**src/hdl/jat_pkg.sv**
```systemverilog
// ----------------------------------------------------------------------------
// jat_pkg
// Types, character constants and classifiers for the JSON array tokenizer.
// ----------------------------------------------------------------------------
`default_nettype none

package jat_pkg;

    // Input item: one text byte plus start flag
    typedef struct packed {
        logic [7:0] text_byte;
        logic       start_of_text;
    } text_item_t;

    // Result item: one per input byte
    typedef struct packed {
        logic       byte_valid;
        logic [7:0] token_byte;
        logic       token_end;
        logic       array_done;
        logic [1:0] error_code;
    } tok_item_t;

    // Parser mode, one-hot
    typedef enum logic [4:0] {
        MODE_IDLE  = 5'b00001,
        MODE_LEAD  = 5'b00010,
        MODE_BARE  = 5'b00100,
        MODE_QUOTE = 5'b01000,
        MODE_TRAIL = 5'b10000
    } mode_t;

    localparam logic [1:0] ERR_NONE    = 2'd0;
    localparam logic [1:0] ERR_END     = 2'd1;
    localparam logic [1:0] ERR_UNKNOWN = 2'd2;
    localparam logic [1:0] ERR_NOOPEN  = 2'd3;

    localparam logic [7:0] CH_NUL   = 8'h00;
    localparam logic [7:0] CH_OPEN  = 8'h5B;
    localparam logic [7:0] CH_CLOSE = 8'h5D;
    localparam logic [7:0] CH_COMMA = 8'h2C;
    localparam logic [7:0] CH_QUOTE = 8'h22;
    localparam logic [7:0] CH_SPACE = 8'h20;
    localparam logic [7:0] CH_DOT   = 8'h2E;
    localparam logic [7:0] CH_PLUS  = 8'h2B;
    localparam logic [7:0] CH_MINUS = 8'h2D;

    function automatic logic is_bare_start(input logic [7:0] c);
        logic alnum;
        alnum = (c inside {[8'h30:8'h39], [8'h41:8'h5A], [8'h61:8'h7A]});
        return alnum || (c == CH_PLUS) || (c == CH_MINUS);
    endfunction

    function automatic logic is_bare_more(input logic [7:0] c);
        return is_bare_start(c) || (c == CH_DOT);
    endfunction

endpackage

`default_nettype wire

```
**src/hdl/jat_step.sv**
```systemverilog
// ----------------------------------------------------------------------------
// jat_step
// Next-mode and result logic for one text byte.
// ----------------------------------------------------------------------------
`default_nettype none

module jat_step (
    input  wire  jat_pkg::mode_t      mode,
    input  wire  jat_pkg::text_item_t item,
    output jat_pkg::mode_t            mode_next,
    output jat_pkg::tok_item_t        result
);

    logic [7:0] c;
    assign c = item.text_byte;

    always_comb
    begin
        mode_next = mode;
        result    = '0;
        if (item.start_of_text)
        begin
            if (c == jat_pkg::CH_OPEN)
            begin
                mode_next = jat_pkg::MODE_LEAD;
            end
            else
            begin
                result.error_code = jat_pkg::ERR_NOOPEN;
                mode_next         = jat_pkg::MODE_IDLE;
            end
        end
        else
        begin
            case (mode)
                jat_pkg::MODE_LEAD:
                begin
                    if (c == jat_pkg::CH_SPACE)
                    begin
                        mode_next = jat_pkg::MODE_LEAD;
                    end
                    else if (c == jat_pkg::CH_NUL)
                    begin
                        result.error_code = jat_pkg::ERR_END;
                        mode_next         = jat_pkg::MODE_IDLE;
                    end
                    else if (jat_pkg::is_bare_start(c))
                    begin
                        result.byte_valid = 1'b1;
                        result.token_byte = c;
                        mode_next         = jat_pkg::MODE_BARE;
                    end
                    else if (c == jat_pkg::CH_QUOTE)
                    begin
                        mode_next = jat_pkg::MODE_QUOTE;
                    end
                    else if (c == jat_pkg::CH_CLOSE)
                    begin
                        result.array_done = 1'b1;
                        mode_next         = jat_pkg::MODE_IDLE;
                    end
                    else
                    begin
                        result.error_code = jat_pkg::ERR_UNKNOWN;
                        mode_next         = jat_pkg::MODE_IDLE;
                    end
                end
                jat_pkg::MODE_QUOTE:
                begin
                    if (c == jat_pkg::CH_NUL)
                    begin
                        result.error_code = jat_pkg::ERR_END;
                        mode_next         = jat_pkg::MODE_IDLE;
                    end
                    else if (c == jat_pkg::CH_QUOTE)
                    begin
                        result.token_end = 1'b1;
                        mode_next        = jat_pkg::MODE_TRAIL;
                    end
                    else
                    begin
                        result.byte_valid = 1'b1;
                        result.token_byte = c;
                    end
                end
                jat_pkg::MODE_BARE,
                jat_pkg::MODE_TRAIL:
                begin
                    if ((mode == jat_pkg::MODE_BARE) && jat_pkg::is_bare_more(c))
                    begin
                        result.byte_valid = 1'b1;
                        result.token_byte = c;
                    end
                    else if ((mode == jat_pkg::MODE_BARE) && (c == jat_pkg::CH_NUL))
                    begin
                        result.error_code = jat_pkg::ERR_END;
                        mode_next         = jat_pkg::MODE_IDLE;
                    end
                    else
                    begin
                        // in bare mode the token ends here; in either mode the byte is then handled as after a token
                        result.token_end = (mode == jat_pkg::MODE_BARE);
                        if (c == jat_pkg::CH_SPACE)
                        begin
                            mode_next = jat_pkg::MODE_TRAIL;
                        end
                        else if (c == jat_pkg::CH_COMMA)
                        begin
                            mode_next = jat_pkg::MODE_LEAD;
                        end
                        else if (c == jat_pkg::CH_CLOSE)
                        begin
                            result.array_done = 1'b1;
                            mode_next         = jat_pkg::MODE_IDLE;
                        end
                        else
                        begin
                            result.error_code = jat_pkg::ERR_UNKNOWN;
                            mode_next         = jat_pkg::MODE_IDLE;
                        end
                    end
                end
                default:
                begin
                    mode_next = jat_pkg::MODE_IDLE;
                end
            endcase
        end
    end

endmodule

`default_nettype wire

```
**src/hdl/json_array_tokenizer_top.sv**
```systemverilog
// Path: an accepted item goes first into the input register, then into the
// result register, which drives tok_item; a stall on tok_ready can hold it in either.
// Throughput: one item per cycle while tok_ready keeps the result slot free; the mode
// update is a single short step between the two registers, so items stream back to back.
// Reset (rst_n low, async): both stages empty, mode returns to idle,
// awaiting a start byte.
// ----------------------------------------------------------------------------
// json_array_tokenizer_top
// Byte-stream tokenizer for flat JSON-style arrays: one result per byte.
// ----------------------------------------------------------------------------
`default_nettype none

module json_array_tokenizer_top (
    input  wire                       clk,
    input  wire                       rst_n,
    // text byte channel
    input  wire                       text_valid,
    output logic                      text_ready,
    input  wire  jat_pkg::text_item_t text_item,
    // token result channel
    output logic                      tok_valid,
    input  wire                       tok_ready,
    output jat_pkg::tok_item_t        tok_item
);

    // Stage 1: registered input item
    logic                slot_vld_reg;
    jat_pkg::text_item_t slot_reg;

    // Parser mode, advanced when stage 1 hands its item to stage 2
    jat_pkg::mode_t      mode_reg;
    jat_pkg::mode_t      mode_next;

    // Stage 2: result register
    logic                res_vld_reg;
    jat_pkg::tok_item_t  res_reg;
    jat_pkg::tok_item_t  res_next;

    logic res_free;
    logic advance;

    // Result slot frees when empty or being taken this cycle
    assign res_free   = !res_vld_reg || tok_ready;
    assign advance    = slot_vld_reg && res_free;
    // Input slot takes a new item when empty or moving on
    assign text_ready = !slot_vld_reg || advance;

    jat_step u_step (
        .mode      (mode_reg),
        .item      (slot_reg),
        .mode_next (mode_next),
        .result    (res_next)
    );

    always_ff @(posedge clk or negedge rst_n)
    begin
        if (!rst_n)
        begin
            slot_vld_reg <= 1'b0;
            res_vld_reg  <= 1'b0;
            mode_reg     <= jat_pkg::MODE_IDLE;
        end
        else
        begin
            if (text_ready)
            begin
                slot_vld_reg <= text_valid;
            end
            if (res_free)
            begin
                res_vld_reg <= slot_vld_reg;
            end
            if (advance)
            begin
                mode_reg <= mode_next;
            end
        end
    end

    // Payload registers, no reset
    always_ff @(posedge clk)
    begin
        if (text_ready && text_valid)
        begin
            slot_reg <= text_item;
        end
        if (advance)
        begin
            res_reg <= res_next;
        end
    end

    assign tok_valid = res_vld_reg;
    assign tok_item  = res_reg;

    // ---------------- assertions ----------------

    // token_byte is zero unless it carries a token character
    a_byte_zero: assert property (@(posedge clk) disable iff (!rst_n)
        (tok_valid && !tok_item.byte_valid) |-> (tok_item.token_byte == 8'h00))
        else $error("token_byte nonzero without byte_valid");

    // a token byte never comes with an end, done or error flag
    a_byte_alone: assert property (@(posedge clk) disable iff (!rst_n)
        (tok_valid && tok_item.byte_valid) |->
        (!tok_item.token_end && !tok_item.array_done &&
         (tok_item.error_code == jat_pkg::ERR_NONE)))
        else $error("token byte flagged together with end/done/error");

    // done and error are exclusive
    a_done_no_err: assert property (@(posedge clk) disable iff (!rst_n)
        (tok_valid && tok_item.array_done) |->
        (tok_item.error_code == jat_pkg::ERR_NONE))
        else $error("array_done with error");

    // a stalled input item holds, and the mode does not move without it
    a_slot_hold: assert property (@(posedge clk) disable iff (!rst_n)
        (slot_vld_reg && !advance) |=> ($stable(slot_reg) && $stable(mode_reg)))
        else $error("stage 1 changed while stalled");

    // after done or any error the parser returns to idle
    a_idle_after: assert property (@(posedge clk) disable iff (!rst_n)
        (advance && (res_next.array_done ||
                     (res_next.error_code != jat_pkg::ERR_NONE)))
        |=> (mode_reg == jat_pkg::MODE_IDLE))
        else $error("mode not idle after done or error");

endmodule

`default_nettype wire

```
**config.mk**
```make
export PLATFORM = sky130hd
export DESIGN_NAME = json_array_tokenizer_top
export DESIGN_NICKNAME = d
export VERILOG_FILES = /design/src/hdl/jat_pkg.sv /design/src/hdl/jat_step.sv /design/src/hdl/json_array_tokenizer_top.sv
export SDC_FILE = /design/constraint.sdc
export NUM_CORES = 1
export LEC_CHECK = 0
export BUFFER_PORTS_ARGS = -buffer_cell sky130_fd_sc_hd__buf_2
export CAP_MARGIN = 30
export CORE_MARGIN = 3
export CORE_UTILIZATION = 40
export DETAILED_ROUTE_END_ITERATION = 7
export GPL_TIMING_DRIVEN = 0
export SLEW_MARGIN = 20
export SYNTH_ARGS = -nofsm -noshare
export SYNTH_HDL_FRONTEND = slang
export SYNTH_SLANG_ARGS = --single-unit
```
**constraint.sdc**
```tcl
create_clock -name clk -period 3.16 [get_ports clk]
set_input_delay 0.158 -clock clk [delete_from_list [all_inputs] [get_ports clk]]
set_output_delay 0.158 -clock clk [all_outputs]
set_load 0.02 [all_outputs]
```
Word-level counts from Yosys, hierarchy flattened
Index checks and enable logic that the tools add are counted.

Equal/unequal tests: 14. Reduce and logical (&&, ||, !) cells: 18. Magnitude comparators: 6. Multiplexer cells: 39.

Operators with widths (number): $eq 8x6->1 const B (6); $mux 5 (9); $mux 9 (5); $pmux 9 s3 (1); $eq 8x7->1 const B (2); $ge 8x7->1 const B (2); $le 8x7->1 const B (2); $mux 2 (8); $mux 3 (5); $pmux 5 s3 (1); $mux 10 (1); $ge 8x6->1 const B (1); $le 8x6->1 const B (1); $logic_not 8->1 (1); $mux 4 (2); $logic_and 1x1->1 (7); $pmux 2 s3 (1); $eq 5x2->1 const B (1); $eq 5x3->1 const B (1); $eq 5x4->1 const B (1); $eq 5x5->1 const B (1); $logic_or 1x1->1 (5); $mux 1 (4); $ne 4x2->1 const B (1); 6 further kinds (8).

Bits in registers: 29. Logic and storage cells: 87.

Longest topological paths before layout
Gate-level depths: netlist of the first run.

Depth after elaboration: 10. Depth in mapped cells: 6.

Modules after synthesis
A second synthesis of the first run with hierarchy kept.

Cell total of the unflattened synthesis: 145. Area, all modules: 1587.8 sq um.

By module, submodules not included: json_array_tokenizer_top (sequential area each 837.1 sq um, cells an instance 41, area each 968.4 sq um, instances 1); jat_step (sequential area each 0.0 sq um, cells an instance 104, area each 619.3 sq um, instances 1).

Worst setup path after synthesis of the first run
OpenSTA, ideal clock, no wires.

Kind: reg-to-reg. Start: register slot_reg[2] (netlist name). End: register res_reg, in the netlist tok_item[4], data pin. Stages on the path, launching flop included: 7. Clock period less this slack: 2115 ps. Arrival time: 1860 ps. Data required time: 2905 ps. Path slack: 1045 ps. Setup time: 255 ps. Cell sequence: edfxtp_1 > clkbuf_1 > nor4_2 > o32ai_1 > o32ai_1 > a21oi_1 > and2_1.

Longest elaborated chain between the ends: 9.

RTL lines: from (decl) (RTL line json_array_tokenizer_top.sv:28) `jat_pkg::text_item_t slot_reg;`; from (signal assigned) (RTL line json_array_tokenizer_top.sv:85) `slot_reg <= text_item;`; $ge 8x6->1, or another cell as far along (RTL line jat_pkg.sv:50) `alnum = (c inside {[8'h30:8'h39], [8'h41:8'h5A], [8'h61:8'h7A]});`; $logic_and 1x1->1 (RTL line jat_pkg.sv:50); $reduce_bool 3->1 (RTL line jat_pkg.sv:50); $logic_or 1x1->1 (2 in series) (RTL line jat_pkg.sv:51) `return alnum || (c == CH_PLUS) || (c == CH_MINUS);`; $mux 9 or $logic_or 1x1->1 (tied branches) (RTL line jat_step.sv:47, jat_pkg.sv:55); $mux 9 or $logic_and 1x1->1 (tied branches) (RTL line jat_step.sv:42, jat_step.sv:89); $mux 9, on equally long branches (RTL line jat_step.sv:38, jat_step.sv:89); $pmux 9 s3 (*) (RTL line jat_step.sv:35) `case (mode)`; to (signal assigned) (RTL line json_array_tokenizer_top.sv:89) `res_reg <= res_next;`; to (decl) (RTL line json_array_tokenizer_top.sv:36) `jat_pkg::tok_item_t res_reg;`.

Mark *: on every way between the ends. The rest lies on a longest branch, timed or not. A chain may end at the register's enable or synchronous reset.

Worst setup path in the final report of the first run
Start: register slot_reg[2] (netlist name). End: register res_reg, in the netlist tok_item[8], data pin.

The elaborated chain is that of the path after synthesis.

==> flow_metrics.tcl, run 1 <==
set metrics [dict create \
    drcViolationCount 0 \
    synth_edf_count 22 \
    drv_slew 0 \
    netlist.area_leader.share_pct 39.52 \
    share_clk_of_total_power_pct 34.8 \
    crit_type "reg -> reg" \
    drive_gt1_share_pct 27.42 \
    diodes 0 \
    antenna_left 0 \
    synthCells 148 \
    syn-num-nets 161 \
    core.rowCount 22 \
    cts-hold-fix-buffers 1 \
    syn_area_per_cell_um2 11.29 \
    overflow 0 \
    period_share_pct 78.68 \
    cts_inserted_buffers 5 \
    finalSetupTns_ps 0 \
    power.share.switching_pct 27.26 \
    rrSetupSlack_ps 670 \
    ys_types 51 \
    coreArea_um2 3854 \
    status "completed" \
    finalSetupViolCount 0 \
    grt_pass1_wl_um 6327 \
    largest_reg_flops 13 \
    post_cts_buffers 0 \
    finalWorstSetupSlack_ps 673.8 \
    dp_hpwl_um 2679 \
    yosysSeqAreaShare_pct 50.07 \
    pwr_density_cell_nw_per_um2 436.6 \
    p_seq_share_pct 52.3 \
    clockBufferDepth 2 \
    n_fill_cell 367 \
    wirelength_um 3775 \
    p_leak_uw 0.0007002 \
    area_growth_pct 18.04 \
    synth_top_area_cell "edfxtp_1" \
    tritoncts "built" \
    insertion_delay_ps 280 \
    port-buffer-count 27 \
    final_common_cell "buf_2" \
    synthFlopType "edfxtp_1" \
    cap_violations 0 \
    finClkSkew_ps 6.315 \
    worstSetupEndpointType "register" \
    r2r_end "tok_item[8]" \
    clkSinkCount 29 \
    grt_antenna_before_repair 0 \
    synth_area_um2 1672 \
    ir_drop_mv 0.2265 \
    ys_warn_count 0 \
    fp.dieH_um 70.65 \
    max_slew_margin_pct 55.98 \
    clkSlewWorstSetupHoldPaths_ps 60 \
    cts_root_buffer "clkbuf_8" \
    grtUsageTotal_pct 15.99 \
    rsz0062_at_grt "no" \
    io-pin-count 28 \
    crit_arrival_ps 2520 \
    placed_area_um2 1867 \
    crit_fanout 10 \
    layout_min_cycle_time_ps 2486 \
    async_reset_ff_share_pct 24.14 \
    timing.fmax_mhz 402.2 \
    h-tree-depth 2 \
    ys_ff_latch 29 \
    dpl_worst_slack_ps 597.1 \
    mostFrequentLayoutCells "buf_2 (27), edfxtp_1 (22), and2_1 (13)" \
    r2r-start "slot_reg[2]" \
    final_hold_viol_count 0 \
    drt-initial-drc-count 83 \
    synthTopCellsByArea "edfxtp_1 (40%), dfrtp_1 (9.0%), and2_1 (4.9%)" \
    critical_path_required_ps 3200 \
    hp-start "text_item[2]" \
    die_w_um 70.65 \
    start_util_pct 43.38 \
    hp-class "in -> reg" \
    vias 1385 \
    r2r_cells 6 \
    start_kind "register" \
    postCtsResizedCells 0 \
    comb_power_share_pct 12.9 \
    wire_per_inst_um 16.13 \
    first_pass_iters 5 \
    grt_max_degree 15 \
    power.switching_uw 234.8 \
    holdPathEnd "slot_reg[2]" \
    finalNetCount 198 \
    fin_cells 234 \
    vias_per_cell 5.919 \
    place_congestion 0.9498 \
    grt_pass1_vias 1300 \
    tightest_slew_ps 660.3 \
    whs_path_depth 1 \
    p_int_uw 626.6 \
    fin_area_um2 1973 \
    die-area_um2 4991 \
    place_inst 223 \
]
==> layer usage <==
metal	global-route usage (%)	wire length, µm	vias to the layer above
li1	-	-	643
met1	20.70	1620	662
met2	25.57	1776	67
met3	3.409	270	13
met4	7.516	108	0
met5	0	0	-
==> kinds of logic after synthesis <==
logic type | synth area share [%]
simple gates | 27.10
compound gates | 17.37
mux | 1.347
xor+xnor | 2.096
flops | 50.07
buf+inv | 2.021
==> synth_stat cells, types with 2 or more instances <==
library cell and count:
edfxtp_1 22, o32ai_1 2, o31ai_1 2, or4b_4 2, xnor2_1 3, mux2_1 2
or3_1 5, nor2b_1 3, nor2_1 10, o21ai_0 6, dfrtp_1 6, nand3_1 5
nand3b_1 3, nor4_1 3, and2_1 13, clkbuf_1 5, nor3_1 4, nand2b_1 8
a21oi_1 3, or2_2 2, nand2_1 7, o41ai_2 2, a211oi_1 2
==> critical path: stages, from the launching register on <==
cell,delay (ps)
edfxtp_1,380
clkbuf_1,260
nor4_2,520
o32ai_1,160
o32ai_1,520
a21oi_1,200
and2_1,200
==> how the worst max path moves through the flow <==
| stage | startpoint | endpoint |
|---|---|---|
| 6_report | slot_reg[2] | tok_item[8] |
| 5_1_grt | slot_reg[2] | tok_item[8] |
| 4_1_cts | slot_reg[7] | tok_item[8] |
| 3_5_place_dp | slot_reg[7] | tok_item[6] |
| 3_3_place_gp | slot_reg[7] | tok_item[6] |
| 2_1_floorplan | slot_reg[2] | tok_item[4] |
==> power by group through the flow <==
stage | clock (µW) | combinational, µW | sequential (µW)
2_1_floorplan | 0 | 58.8 | 471
3_3_place_gp | 0 | 108 | 458
3_5_place_dp | 0 | 109 | 458
4_1_cts | 307 | 110 | 450
5_1_grt | 327 | 121 | 454
6_report | 299 | 112 | 451
==> per-stage QoR <==
step           total power [µW]  hold WS, ps  util (%)
6_report                  861.5        50.67     51.20
2_1_floorplan             529.5       -137.6         -
3_3_place_gp              565.2       -9.086     48.44
5_1_grt                   901.1        38.66     51.20
3_5_place_dp              567.5       -4.798     48.44
4_1_cts                   867.6        43.02     50.94
==> cell type report <==
cell class | instances | area, µm² | share of cell area [%]
Multi-Input combinational cell | 112 | 800.8 | 40.58
Timing Repair Buffer | 30 | 155.1 | 7.863
Sequential cell | 29 | 837.1 | 42.42
Clock inverter | 3 | 17.52 | 0.8878
Clock buffer | 5 | 68.82 | 3.488
Inverter | 1 | 3.754 | 0.1902
Tap cell | 48 | 60.06 | 3.044
Buffer | 6 | 30.03 | 1.522
(Power assumes the default switching activity.)
==> run 2, diff against run 1 <==
- ABC_AREA: not set -> 1
- clock period: 3.16 -> 2.2 ns (I/O delays scaled with it)
==> run 2 against run 1 <==
Combinational power grew 88%. Hold slack lost 3.6 ps. Clock skew shrank 2.1 ps. Die area shrank 2.7%. Area after synthesis shrank 2.9%. Power grew 77%. Register-to-register slack lost 300 ps. Via count is essentially flat. Critical path type unchanged. Maximum frequency grew 36%.
==> flow_metrics.tcl, run 2 <==
set metrics [dict create \
    synthFlopType "edfxtp_1" \
    synthTopCellsByCount "nand2_1 (43), inv_1 (27), edfxtp_1 (22)" \
    clkSinkCount 29 \
    ys_ff_latch 29 \
    coreArea_um2 3771 \
    yosysMostFrequentCell "nand2_1" \
    finalSetupTns_ps 0 \
    dp_hpwl_um 2385 \
    wire_per_inst_um 11.51 \
    drcViolationCount 0 \
    first_pass_iters 4 \
    cts_root_buffer "clkbuf_8" \
    netlist.area_leader.share_pct 40.71 \
    wirelength_um 3269 \
    hp-class "in -> reg" \
    h-tree-depth 2 \
    cts_inserted_buffers 5 \
    grt_pass1_wl_um 5437 \
    largest_reg_flops 13 \
    critical_path_required_ps 2370 \
    final_common_cell "nand2_1" \
    vias_per_cell 4.880 \
    drive_gt1_share_pct 26.27 \
    synthTopCellsByArea "edfxtp_1 (41%), nand2_1 (9.9%), dfrtp_1 (9.3%)" \
    die-area_um2 4857 \
    start_util_pct 43.03 \
    core.rowCount 22 \
    clockBufferDepth 2 \
    ir_drop_mv 0.3864 \
    overflow 0 \
    syn-num-nets 203 \
    crit_fanout 7 \
    grt_pass1_vias 1265 \
    synthCells 190 \
    insertion_delay_ps 280 \
    p_leak_uw 0.0009877 \
    cap_violations 0 \
    grt_max_degree 16 \
    status "completed" \
    holdWs_ps 47.08 \
    final_hold_viol_count 0 \
    drt-initial-drc-count 76 \
    synth_top_area_cell "edfxtp_1" \
    yosysSeqAreaShare_pct 51.58 \
    area_growth_pct 27.37 \
    mostFrequentLayoutCells "nand2_1 (43), inv_1 (27), buf_2 (27)" \
    worstSetupEndpointType "register" \
    place_congestion 0.8793 \
    fp.dieH_um 69.70 \
    finClkSkew_ps 4.253 \
    antenna_left 0 \
    crit_type "reg -> reg" \
    timing.fmax_mhz 546.2 \
    tritoncts "built" \
    ys_warn_count 0 \
    period_share_pct 83.22 \
    finalSetupViolCount 0 \
    clkSlewWorstSetupHoldPaths_ps 60 \
    synth_edf_count 22 \
    layout_min_cycle_time_ps 1831 \
    start_kind "register" \
    io-pin-count 28 \
    placed_area_um2 1833 \
    fin_area_um2 2067 \
    tightest_slew_ps 575.5 \
    finalNetCount 248 \
    crit_arrival_ps 2000 \
    diodes 0 \
    fin_cells 284 \
    place_inst 266 \
    syn_area_per_cell_um2 8.541 \
    max_slew_margin_pct 61.28 \
    drv_slew 0 \
    vias 1386 \
    synth_area_um2 1623 \
    grtUsageTotal_pct 14.16 \
    port-buffer-count 27 \
    async_reset_ff_share_pct 24.14 \
    ys_types 25 \
    rsz0062_at_grt "no" \
    die_w_um 69.70 \
    pwr_density_cell_nw_per_um2 739.5 \
    grt_antenna_before_repair 0 \
]
-- run 2: timing repair --
action	4_1_cts	5_1_grt
resized for setup	0	0
buffers inserted	0	0
hold buffers	10	0
endpoints found under the hold margin	16	0
-- run 2: kinds of logic after synthesis --
family | share of synthesized area, %
buffers and inverters | 7.864
AND/OR/NAND/NOR | 34.54
flip-flops | 51.58
AO/OA/AOI/OAI | 6.014
-- run 2: final cells by class --
class                   count  area [µm²]
repair buffers             38       246.5
clock inverters             3       65.06
inverters                  29       108.9
well taps                  48       60.06
flip-flops and latches     29       837.1
clock buffers               5       68.82
fillers                   337        1704
multi-input cells         129       661.9
plain buffers               3       18.77
-- run 2: path summary, 6_finish.rpt --
| path | end | depth (start not counted) | start | slack [ps] |
|---|---|---|---|---|
| max in group asynchronous | mode_reg[0] | 2 | rst_n | 1790 |
| worst max-delay path | mode_reg[2] | 8 | slot_reg[5] | 370 |
| worst min-delay path | slot_vld_reg | 3 | text_valid | 50 |
| worst min register to register | mode_reg[0] | 2 | mode_reg[0] | 480 |
| worst max register to register | mode_reg[2] | 8 | slot_reg[5] | 370 |
| min in group asynchronous | slot_vld_reg | 2 | rst_n | 180 |
-- run 2: through the flow --
stage               util (%)  power (µW)  setup WS [ps]
floorplan                  -       810.0          246.2
global placement       48.21       869.6         -119.6
detailed placement     48.61       877.5          403.2
CTS                    54.81        1547          391.5
global route           54.81        1596          218.1
finish                 54.81        1529          369.2
-- run 2: where the power goes --
group          internal [µW]  switching, µW  total, µW
logic                   72.1            138        210
clock network            449            200        649
registers                645           24.3        669
-- run 2: worst max-delay path, stage by stage (launching register included) --
cell	delay, ps
edfxtp_1	490
inv_1	120
nand2_1	60
nor2_2	270
nand4_1	240
nand4_1	220
nand3_2	160
nand2_1	100
nand2_1	50
-- run 2: layer usage --
| metal | global-route usage, % | vias up | wire [µm] |
|---|---|---|---|
| met1 | 18.14 | 609 | 1521 |
| met2 | 21.19 | 45 | 1435 |
| met5 | 0 | - | 0 |
| met3 | 5.072 | 7 | 236 |
| met4 | 6.809 | 0 | 76 |
| li1 | - | 725 | - |
==> run 3, diff against run 2 <==
- clock period: 2.2 -> 1.65 ns (I/O delays scaled with it)
==> run 3 against run 2 <==
The run now ends with setup timing left. Core utilization is 3.5 points higher. Final cell count rose by 4.6%. Register-to-register slack lost 480 ps. Power grew 16%. Hold slack lost 8.2 ps. Via count rose by 5.3%. Clock skew is 2.1 ps higher. Setup slack lost 480 ps. Final area is 6.4% higher. Combinational power up 56%. Maximum frequency up 4.1%. Critical endpoint is now tok_item[9]. Highest routed layer unchanged.
==> flow_metrics.tcl, run 3 (synthesized netlist as in run 2, its figures left out) <==
set metrics [dict create \
    status "finished, violations left" \
    violations "setup timing" \
    vias 1460 \
    wire_per_inst_um 12.11 \
    first_pass_iters 4 \
    drv_slew 0 \
    p_leak_uw 0.001029 \
    pwr_density_cell_nw_per_um2 808.6 \
    final_common_cell "nand2_1" \
    grt_pass1_wl_um 6085 \
    wirelength_um 3596 \
    crit_fanout 5 \
    finClkSkew_ps 6.326 \
    area_growth_pct 35.47 \
    dp_hpwl_um 2446 \
    port-buffer-count 27 \
    clkSlewWorstSetupHoldPaths_ps 60 \
    fp.dieH_um 69.70 \
    drt-initial-drc-count 110 \
    drive_gt1_share_pct 34.54 \
    start_util_pct 43.03 \
    timing.fmax_mhz 568.6 \
    finalNetCount 261 \
    ir_drop_mv 0.5740 \
    fin_cells 297 \
    io-pin-count 28 \
    drcViolationCount 0 \
    crit_arrival_ps 1810 \
    place_inst 265 \
    vias_per_cell 4.916 \
    worstSetupEndpointType "register" \
    insertion_delay_ps 290 \
    layout_min_cycle_time_ps 1759 \
    grt_max_degree 20 \
    coreArea_um2 3771 \
    crit_type "reg -> reg" \
    cts_root_buffer "clkbuf_8" \
    clockBufferDepth 2 \
    grt_pass1_vias 1346 \
    hp-class "in -> reg" \
    largest_reg_flops 13 \
    rsz0062_at_grt "yes" \
    critical_path_required_ps 1700 \
    tightest_slew_ps 624.7 \
    place_congestion 0.8345 \
    grtUsageTotal_pct 15.83 \
    die_w_um 69.70 \
    fin_area_um2 2198 \
    diodes 0 \
    final_hold_viol_count 0 \
    mostFrequentLayoutCells "nand2_1 (42), buf_2 (27), inv_1 (23)" \
    period_share_pct 106.6 \
    holdWs_ps 38.87 \
    overflow 0 \
    finalSetupViolCount 11 \
    tritoncts "built" \
    max_slew_margin_pct 58.26 \
    cts_inserted_buffers 5 \
    clkSinkCount 29 \
    power_uw 1778 \
    grt_antenna_before_repair 0 \
    cap_violations 0 \
    core.rowCount 22 \
    antenna_left 0 \
    h-tree-depth 2 \
    finalWorstSetupSlack_ps -108.8 \
    start_kind "register" \
    placed_area_um2 1822 \
    die-area_um2 4857 \
]
==> run 3: repair_timing <==
item	in CTS	in global routing
endpoints found under the hold margin	16	0
buffers inserted	10	4
pin swaps	3	4
endpoints found under the setup margin	15	17
hold buffers	10	0
gates resized for setup	8	16
==> run 3: layer usage <==
layer / vias up / part of all wire, % / global-route usage [%]
li1: 746 / - / -
met4: 0 / 2.3 / 7.021
met5: - / 0 / 0
met3: 10 / 6.8 / 5.797
met1: 654 / 45 / 20.42
met2: 50 / 46 / 23.73
==> run 3: worst paths after layout <==
path | from | end | slack [ps] | cells after the start
max in group asynchronous | rst_n | mode_reg[0] | 1270 | 2
max reg2reg | slot_reg[4] | tok_item[9] | -110 | 11
max | slot_reg[4] | tok_item[9] | -110 | 11
min in group asynchronous | rst_n | mode_reg[3] | 150 | 2
min reg2reg | mode_reg[0] | mode_reg[0] | 490 | 2
min | text_valid | slot_vld_reg | 40 | 3
==> run 3: final cells by class <==
type	count	area [µm²]
flip-flops and latches	29	837.1
fillers	337	1573
multi-input cells	129	749.5
well taps	48	60.06
plain buffers	3	22.52
repair buffers	51	340.3
clock inverters	1	3.754
inverters	29	108.9
clock buffers	7	76.32
==> run 3: power breakdown <==
part / leakage [µW] / internal [µW] / switching [µW]
logic: 0.000685 / 120 / 206
clock network: 0.0000399 / 292 / 261
registers: 0.000304 / 860 / 36.7
total: 0.00103 / 1270 / 504
==> run 3: per-stage QoR <==
stage | TNS, ps | util [%] | setup slack [ps]
detailed placement | -1859 | 48.31 | -167.2
global route | -2165 | 58.29 | -182.9
CTS | -1043 | 55.94 | -120.2
floorplan | 0 | - | 44.28
global placement | -1724 | 48.31 | -154.9
finish | -647.2 | 58.29 | -108.8
==> run 3: worst max-delay path: stages, from the launching register on <==
cell and delay, ps:
edfxtp_1 470, nand2_2 150, inv_2 90, nor2_2 40, nand2_2 60, nand2_2 60, o21ai_4 170, nand3_4 110
nand2_4 120, nand2_4 70, a21oi_4 130, nor2_1 60
